## config.mk

```make
export PLATFORM = sky130hd
export DESIGN_NAME = frame_rate_monitor
export DESIGN_NICKNAME = d
export VERILOG_FILES = /design/src/frm_pkg.sv /design/src/frame_rate_monitor.sv
export SDC_FILE = /design/constraint.sdc
export NUM_CORES = 1
export LEC_CHECK = 0
export BUFFER_PORTS_ARGS = -buffer_cell sky130_fd_sc_hd__buf_2
export CAP_MARGIN = 20
export CORE_ASPECT_RATIO = 1.4
export CORE_MARGIN = 3
export CORE_UTILIZATION = 60
export CTS_BUF_LIST = sky130_fd_sc_hd__clkbuf_4
export CTS_CLUSTER_SIZE = 40
export DETAILED_ROUTE_END_ITERATION = 16
export GPL_ROUTABILITY_DRIVEN = 0
export PLACE_DENSITY = 0.85
export SLEW_MARGIN = 10
export SYNTH_ARGS = -nofsm -noshare
export SYNTH_HDL_FRONTEND = slang
export SYNTH_SLANG_ARGS = --single-unit
```

## constraint.sdc

```tcl
create_clock -name clk -period 14.8 [get_ports clk]
set_clock_uncertainty 0.2 [all_clocks]
set_input_delay 2.22 -clock clk [delete_from_list [all_inputs] [get_ports clk]]
set_output_delay 2.22 -clock clk [all_outputs]
set_load 0.05 [all_outputs]
```

## src/frm_pkg.sv

```systemverilog
// frm_pkg: shared types and constants for the frame rate monitor.
// Depends on nothing; imported by frame_rate_monitor.
package frm_pkg;

  localparam int unsigned CountW = 32;
  localparam int unsigned TimeW  = 48;
  localparam int unsigned RateW  = 16;
  localparam int unsigned IntvW  = 24;
  localparam int unsigned CfgW   = 24;
  localparam int unsigned CfgIdxW = 2;

  // microseconds per second, walked MSB first by the serial multiplier
  localparam int unsigned UsPerSecW = 20;
  localparam logic [UsPerSecW-1:0] UsPerSec = 20'd1000000;

  // product width: delta * 1e6 fits in 52 bits; the 8.8 scale adds 8 more
  localparam int unsigned ProdW = CountW + UsPerSecW;
  localparam int unsigned FracW = 8;
  // quotient bits resolved by the divider; anything above is overflow
  localparam int unsigned QuoW  = RateW + 1;
  localparam int unsigned CntW  = 5;

  typedef enum logic [1:0] {
    CFG_TARGET_RATE = 2'd0,
    CFG_RATE_TOL    = 2'd1,
    CFG_MIN_INTV    = 2'd2
  } cfg_idx_t;

  typedef enum logic [2:0] {
    ST_IDLE,
    ST_CHECK,
    ST_MUL,
    ST_OVF,
    ST_DIV,
    ST_DONE
  } frm_state_t;

endpackage

```

## src/frame_rate_monitor.sv

```systemverilog
// frame_rate_monitor: top level, rate measurement with a serial multiplier
// and a serial restoring divider. Depends on frm_pkg.
//
// Usage:
//   in_*  channel: one beat per sensor poll (frame count, timestamp in us).
//   out_* channel: exactly one result beat per input beat, in order.
//   cfg_* port   : target rate, tolerance and minimum interval; write only
//                  while the block is idle.
// Steps per poll:
//   - first poll, or interval not exceeded: accept, check, done.
//   - rate measured: the multiply by 1e6 walks its 20 constant
//     bits, one per cycle; one state checks for a quotient of 17 bits or
//     more, which saturates and skips the divider;
//     else the divider retires one quotient bit per cycle, 17 bits in all.
//   A new poll is accepted once the previous one has moved to the output
//   register, so the next poll overlaps a result waiting on out_ready.
// Stall: if the output register is full and out_ready is low when a
//   result is done, the engine holds in its final state and the committed
//   state (last sample, fault) is not updated until the result beat is loaded.
// Reset: clears the sample history, first-poll flag and fault flag, loads
//   the register defaults (30.0 fps, 4.0 fps, 1 s) and empties the output.

module frame_rate_monitor (
  input  logic                       clk,
  input  logic                       rst_n,
  input  logic                       in_valid,
  output logic                       in_ready,
  input  logic [frm_pkg::CountW-1:0] in_frame_count,
  input  logic [frm_pkg::TimeW-1:0]  in_timestamp_us,
  output logic                       out_valid,
  input  logic                       out_ready,
  output logic                       out_rate_valid,
  output logic [frm_pkg::RateW-1:0]  out_measured_rate,
  output logic                       out_rate_fault,
  output logic                       out_fault_changed,
  input  logic                       cfg_we,
  input  logic [frm_pkg::CfgIdxW-1:0] cfg_index,
  input  logic [frm_pkg::CfgW-1:0]   cfg_wdata
);
  import frm_pkg::*;

  // configuration
  logic [RateW-1:0] target_r, tol_r;
  logic [IntvW-1:0] min_intv_r;

  // committed history
  logic [CountW-1:0] last_count_r;
  logic [TimeW-1:0]  last_time_r;
  logic              seen_first_r;
  logic              fault_r;

  // per-poll working registers
  logic [CountW-1:0] cur_count_r, delta_r;
  logic [TimeW-1:0]  cur_time_r, elapsed_r;
  logic              meas_r;      // a rate is measured on this poll
  logic              store_r;     // sample is committed on this poll
  logic              ovf_r;       // quotient >= 2^17
  logic [ProdW-1:0]  acc_r;       // delta * 1e6
  logic [TimeW-1:0]  rem_r;       // divider partial remainder
  logic [QuoW-1:0]   quo_r;       // quotient bits, shifted in LSB side
  logic [QuoW-1:0]   dvd_r;       // low dividend bits, shifted out MSB first
  logic [CntW-1:0]   cnt_r;

  // output register
  logic              out_valid_r;
  logic              o_rate_valid_r, o_fault_r, o_changed_r;
  logic [RateW-1:0]  o_rate_r;

  frm_state_t state_r, state_nxt;

  // control decode
  logic accept, load_out, mul_step, ovf_step, div_step, check_step;

  // combinational datapath
  logic [TimeW:0]    trial;
  logic              trial_ok;
  logic              intv_exceeded;
  logic [TimeW-1:0]  acc_hi;
  logic              acc_ovf;
  logic [QuoW-1:0]   lo_bound, hi_bound;
  logic              low_fail, high_fail, new_fault;
  logic [RateW-1:0]  rate_sat;

  // ---------------------------------------------------------------------
  // next state
  always_comb begin
    state_nxt = state_r;
    unique case (state_r)
      ST_IDLE:  if (accept) state_nxt = ST_CHECK;
      ST_CHECK: state_nxt = (seen_first_r && intv_exceeded) ? ST_MUL : ST_DONE;
      ST_MUL:   if (cnt_r == CntW'(0)) state_nxt = ST_OVF;
      ST_OVF:   state_nxt = acc_ovf ? ST_DONE : ST_DIV;
      ST_DIV:   if (cnt_r == CntW'(0)) state_nxt = ST_DONE;
      ST_DONE:  if (load_out) state_nxt = ST_IDLE;
      default:  state_nxt = ST_IDLE;
    endcase
  end

  // control outputs
  always_comb begin
    in_ready   = 1'b0;
    check_step = 1'b0;
    mul_step   = 1'b0;
    ovf_step   = 1'b0;
    div_step   = 1'b0;
    load_out   = 1'b0;
    unique case (state_r)
      ST_IDLE:  in_ready   = 1'b1;
      ST_CHECK: check_step = 1'b1;
      ST_MUL:   mul_step   = 1'b1;
      ST_OVF:   ovf_step   = 1'b1;
      ST_DIV:   div_step   = 1'b1;
      ST_DONE:  load_out   = !out_valid_r || out_ready;
      default:  in_ready   = 1'b0;
    endcase
  end

  assign accept = in_valid && in_ready;

  // ---------------------------------------------------------------------
  // datapath logic
  assign intv_exceeded = elapsed_r > {{(TimeW-IntvW){1'b0}}, min_intv_r};

  // overflow when floor(num / 2^17) >= elapsed, num = acc << 8
  assign acc_hi  = TimeW'(acc_r[ProdW-1:QuoW-FracW]);
  assign acc_ovf = acc_hi >= elapsed_r;

  // restoring division step
  assign trial    = {rem_r, dvd_r[QuoW-1]} - {1'b0, elapsed_r};
  assign trial_ok = !trial[TimeW];

  assign lo_bound = {1'b0, target_r} - {1'b0, tol_r};
  assign hi_bound = {1'b0, target_r} + {1'b0, tol_r};

  // overflow means the quotient is above any possible upper bound
  assign low_fail  = !ovf_r && (target_r >= tol_r) && (quo_r < lo_bound);
  assign high_fail = ovf_r || (quo_r > hi_bound) ||
                     ((quo_r == hi_bound) && (rem_r != '0));
  assign new_fault = meas_r ? (low_fail || high_fail) : fault_r;
  assign rate_sat  = (ovf_r || quo_r[QuoW-1]) ? {RateW{1'b1}} : quo_r[RateW-1:0];

  // ---------------------------------------------------------------------
  // control registers
  always_ff @(posedge clk) begin
    if (!rst_n) begin
      state_r      <= ST_IDLE;
      seen_first_r <= 1'b0;
      fault_r      <= 1'b0;
      last_count_r <= '0;
      last_time_r  <= '0;
      out_valid_r  <= 1'b0;
      target_r     <= RateW'(7680);
      tol_r        <= RateW'(1024);
      min_intv_r   <= IntvW'(1000000);
    end else begin
      state_r <= state_nxt;

      if (cfg_we) begin
        case (cfg_index)
          CFG_TARGET_RATE: target_r   <= cfg_wdata[RateW-1:0];
          CFG_RATE_TOL:    tol_r      <= cfg_wdata[RateW-1:0];
          CFG_MIN_INTV:    min_intv_r <= cfg_wdata[IntvW-1:0];
          default:         ;
        endcase
      end

      if (load_out) begin
        out_valid_r  <= 1'b1;
        seen_first_r <= 1'b1;
        fault_r      <= new_fault;
        if (store_r) begin
          last_count_r <= cur_count_r;
          last_time_r  <= cur_time_r;
        end
      end else if (out_ready) begin
        out_valid_r <= 1'b0;
      end
    end
  end

  // payload and working registers
  always_ff @(posedge clk) begin
    if (accept) begin
      cur_count_r <= in_frame_count;
      cur_time_r  <= in_timestamp_us;
      delta_r     <= in_frame_count - last_count_r;
      elapsed_r   <= in_timestamp_us - last_time_r;
    end

    if (check_step) begin
      meas_r  <= seen_first_r && intv_exceeded;
      store_r <= !seen_first_r || intv_exceeded;
      ovf_r   <= 1'b0;
      acc_r   <= '0;
      quo_r   <= '0;
      rem_r   <= '0;
      cnt_r   <= CntW'(UsPerSecW - 1);
    end

    // acc = acc*2 + (bit k of 1e6 ? delta : 0), k from MSB down
    if (mul_step) begin
      acc_r <= {acc_r[ProdW-2:0], 1'b0} +
               (UsPerSec[cnt_r] ? ProdW'(delta_r) : ProdW'(0));
      cnt_r <= cnt_r - CntW'(1);
    end

    if (ovf_step) begin
      ovf_r <= acc_ovf;
      rem_r <= acc_hi;
      dvd_r <= {acc_r[QuoW-FracW-1:0], {FracW{1'b0}}};
      cnt_r <= CntW'(QuoW - 1);
    end

    if (div_step) begin
      rem_r <= trial_ok ? trial[TimeW-1:0] : {rem_r[TimeW-2:0], dvd_r[QuoW-1]};
      quo_r <= {quo_r[QuoW-2:0], trial_ok};
      dvd_r <= {dvd_r[QuoW-2:0], 1'b0};
      cnt_r <= cnt_r - CntW'(1);
    end

    if (load_out) begin
      o_rate_valid_r <= meas_r;
      o_rate_r       <= meas_r ? rate_sat : '0;
      o_fault_r      <= new_fault;
      o_changed_r    <= new_fault != fault_r;
    end
  end

  assign out_valid         = out_valid_r;
  assign out_rate_valid    = o_rate_valid_r;
  assign out_measured_rate = o_rate_r;
  assign out_rate_fault    = o_fault_r;
  assign out_fault_changed = o_changed_r;

  // ---------------------------------------------------------------------
  // assertions
  a_accept_to_check: assert property (@(posedge clk) disable iff (!rst_n)
    accept |=> state_r == ST_CHECK)
    else $error("accepted beat did not enter check");

  a_div_rem_bound: assert property (@(posedge clk) disable iff (!rst_n)
    div_step |-> rem_r < elapsed_r)
    else $error("divider remainder not below divisor");

  a_mul_cnt_range: assert property (@(posedge clk) disable iff (!rst_n)
    mul_step |-> cnt_r < CntW'(UsPerSecW))
    else $error("multiplier bit index out of range");

  a_rate_zero_when_invalid: assert property (@(posedge clk) disable iff (!rst_n)
    (out_valid && !out_rate_valid) |-> (out_measured_rate == '0) && !out_fault_changed)
    else $error("rate or fault change reported without measurement");

  a_fault_tracks_state: assert property (@(posedge clk) disable iff (!rst_n)
    load_out |=> out_rate_fault == fault_r)
    else $error("reported fault differs from committed fault");

endmodule
```

==> metrics.txt <==
cell count after synthesis=3104; Post-Place Worst Slack=a little under 9000 ps; CTS Root Cell=clkbuf_4; final WL=roughly 73000 um; row count=95; CP endpoint kind=flip-flop; startpoint class of the critical path=flip-flop; post-synth top area share=around a third; DR DRC count=0; async set-reset flop share out of synthesis=0%; crit path time final=between 5000 and 6000 ps; slack of the critical path=9220 ps; Yosys cell types=between 70 and 80; upper clock frequency limit=~0.18 GHz; Initial Utilization=60.9%; capture point of the worst reg-to-reg path=out_fault_changed; Vias per Instance=between 6 and 7; fill count=about 3700; vias in the first global route=between 20000 and 25000; die width=between 150 and 200 um; Worst EP required=15190 ps; Final period util=a little under two fifths; worst rel slew slack=between 20% and 30%; die area=approximately 52000 um2; DPL Wire Length=54000 um; Worst R2R Setup Slack=roughly 9200 ps; Worst-Skew Late Latency=slightly above 900 ps; worst vdd ir=0.0000837 V; crit path from=target_r[1]; pwr/cell area=131 nW/um2; Main synth FF type=edfxtp_1; TritonCTS clock tree=yes; most heavily used metal layer in global routing=met2; RSZ-0062 raised after global routing=no; Tightest Pin Transition=~1100 ps; Crit Path Max Fanout=5; vias=about 24000; Slew Viols, Final=0; htree depth=3; Max-cap violations=0; synthesis-stage register bit count=about 460; Synthesized Nets=roughly 3500; worst setup path end=out_fault_changed; post-route cell area=32000 um2; Worst-path clk slew=about 60 ps; synthesized area per cell=9.45 um2; share of cells above drive strength 1=between 10% and 20%; post-route ant nets=0; count leader, synth=nand2_1; Crit Path Class=reg2reg; largest net degree at the start of global routing=81; die height=about 270 um; top cells by count, synth=nand2_1, edfxtp_1, ha_1, inv_1, a21oi_1; leading area contributor after synthesis=edfxtp_1; worst reg2reg path depth=22; Port Buffers=~130; Detailed Routing Iterations Pass 1=6; setup_tns=0 ps; largest cells by area after synthesis=edfxtp_1, ha_1, dfxtp_1; GRT Total Usage=between 20% and 30%; Min Hold Slack=about 260 ps; final core occ=66.4%; clk buf depth=3; core area=between 40000 and 50000 um2; Post-CTS Hold Fix Bufs=0; synthesis-to-layout area growth=9.02%; status=complete, no violations; met2 GRT Util=between 50% and 60%; CP arrival=between 5000 and 6000 ps; wire per inst=between 15 and 20 um; grt total ovfl=0; number of synthesized flops with an enable pin=313; Sink Count=456; Syn. warnings=0; final setup fails=0; Final Hold Violating Endpoints=0; M1 GR Usage=a little under a third; Placed Area=roughly 30000 um2; Nets=3660; initial antenna violation count=2; Leak=around 0.013 uW; first-pass GRT wire length=approximately 120000 um; sequential area share after synthesis=a little over two fifths; I/O pins=~130; DR iter-0 viols=1769; CTS resizes=0; Hold Path Class=reg2reg; Num CTS Buffers=about 110; postcts setup bufs=0; cell area after synthesis=around 29000 um2; M3 GR Usage=5.32%; Crit Reg-Reg Startpoint=target_r[1]
state kept, by name, summed over array words and instances (netlist names), 3 cells and up, named ones only:
name	flops
min_intv_r	24
acc_r	52
dvd_r	9
rem_r	48
tol_r	16
target_r	16
cur_count_r	32
elapsed_r	48
last_count_r	32
quo_r	17
cnt_r	5
delta_r	32
state_r	3
cur_time_r	48
out_measured_rate	16
last_time_r	48
final cells by class:
class                   count  area (um2)  area share [%]
diodes                      3        7.51          0.0235
clock buffers             169        1270            3.97
clock inverters            38         235           0.736
inverters                 245         920            2.88
multi-input cells        2292       15700            49.1
flip-flops and latches    456       12300            38.3
well taps                 630         788            2.47
repair buffers            146         778            2.43
metal layers:
metal	wire [um]	vias up	share of wire (%)
li1	-	11500	-
met4	4380	0	6.0
met5	0	-	0
met2	36900	945	50
met3	4510	287	6.2
met1	27300	11300	37
placed cells by master, fill, tap and decap left out, types with 40 or more instances in the layout:
| cell type | Yosys | routed |
|---|---|---|
| nand2_1 | 427 | 424 |
| edfxtp_1 | 313 | 313 |
| ha_1 | 291 | 291 |
| inv_1 | 243 | 243 |
| a21oi_1 | 191 | 191 |
| clkbuf_4 | 0 | 169 |
| nor2_1 | 162 | 162 |
| dfxtp_1 | 143 | 143 |
| a21boi_0 | 133 | 133 |
| buf_2 | 0 | 130 |
| xnor2_1 | 128 | 128 |
| a21o_1 | 116 | 116 |
| o21ai_0 | 91 | 89 |
| xor2_1 | 59 | 59 |
| o21a_1 | 55 | 55 |
| nand4_1 | 50 | 50 |
| o21ai_1 | 49 | 50 |
| nand3_1 | 49 | 49 |
| and2_1 | 49 | 47 |
| mux2i_1 | 47 | 47 |
| and3_1 | 41 | 40 |
logic make-up after synthesis:
kind of cell | count (synthesis) | share of synthesized area, %
compound gates | 813 | 18.4
xor+xnor | 187 | 5.58
fa+ha+maj | 297 | 12.8
buf+inv | 356 | 4.71
flops | 456 | 41.8
mux | 48 | 1.64
simple gates | 947 | 15.1
how the worst min path moves through the flow:
stage / startpoint / endpoint / slack [ps] / depth (start not counted)
after floorplan: seen_first_r / store_r / 240 / 1
after global placement: last_time_r[41] / last_time_r[41] / 250 / 2
after detailed placement: last_time_r[38] / last_time_r[38] / 260 / 2
after CTS: last_time_r[21] / last_time_r[21] / 270 / 2
after global routing: last_time_r[37] / last_time_r[37] / 290 / 2
final: last_time_r[21] / last_time_r[21] / 260 / 2
metrics by stage:
stage / instances / total power (uW)
6_report: 3979 / 4170
5_1_grt: 3979 / 4410
4_1_cts: 3975 / 4170
3_5_place_dp: 3768 / 3070
3_3_place_gp: 3768 / 2990
2_1_floorplan: 3104 / 2740
worst max-delay path, cell delays in order, from the launching register on:
cell	delay, ps
dfxtp_1	460
inv_1	120
fa_1	480
o21ba_2	230
o21bai_1	200
a21oi_1	100
o21bai_1	220
a21oi_1	130
o21ai_0	280
a2111oi_0	200
o41ai_1	600
a21oi_1	140
nor2_1	100
nor2_1	60
ha_1	280
nand4_1	90
nor2_1	220
nand4b_1	140
nor4_1	280
nand4_1	180
nand2_1	100
o31ai_1	150
mux2_2	300
power by group:
part	switching (uW)	leakage, uW	internal (uW)	total (uW)
Combinational	838	0.00797	559	1400
Sequential	125	0.00414	1560	1690
Clock	515	0.000888	574	1090
(Power assumes the default switching activity.)
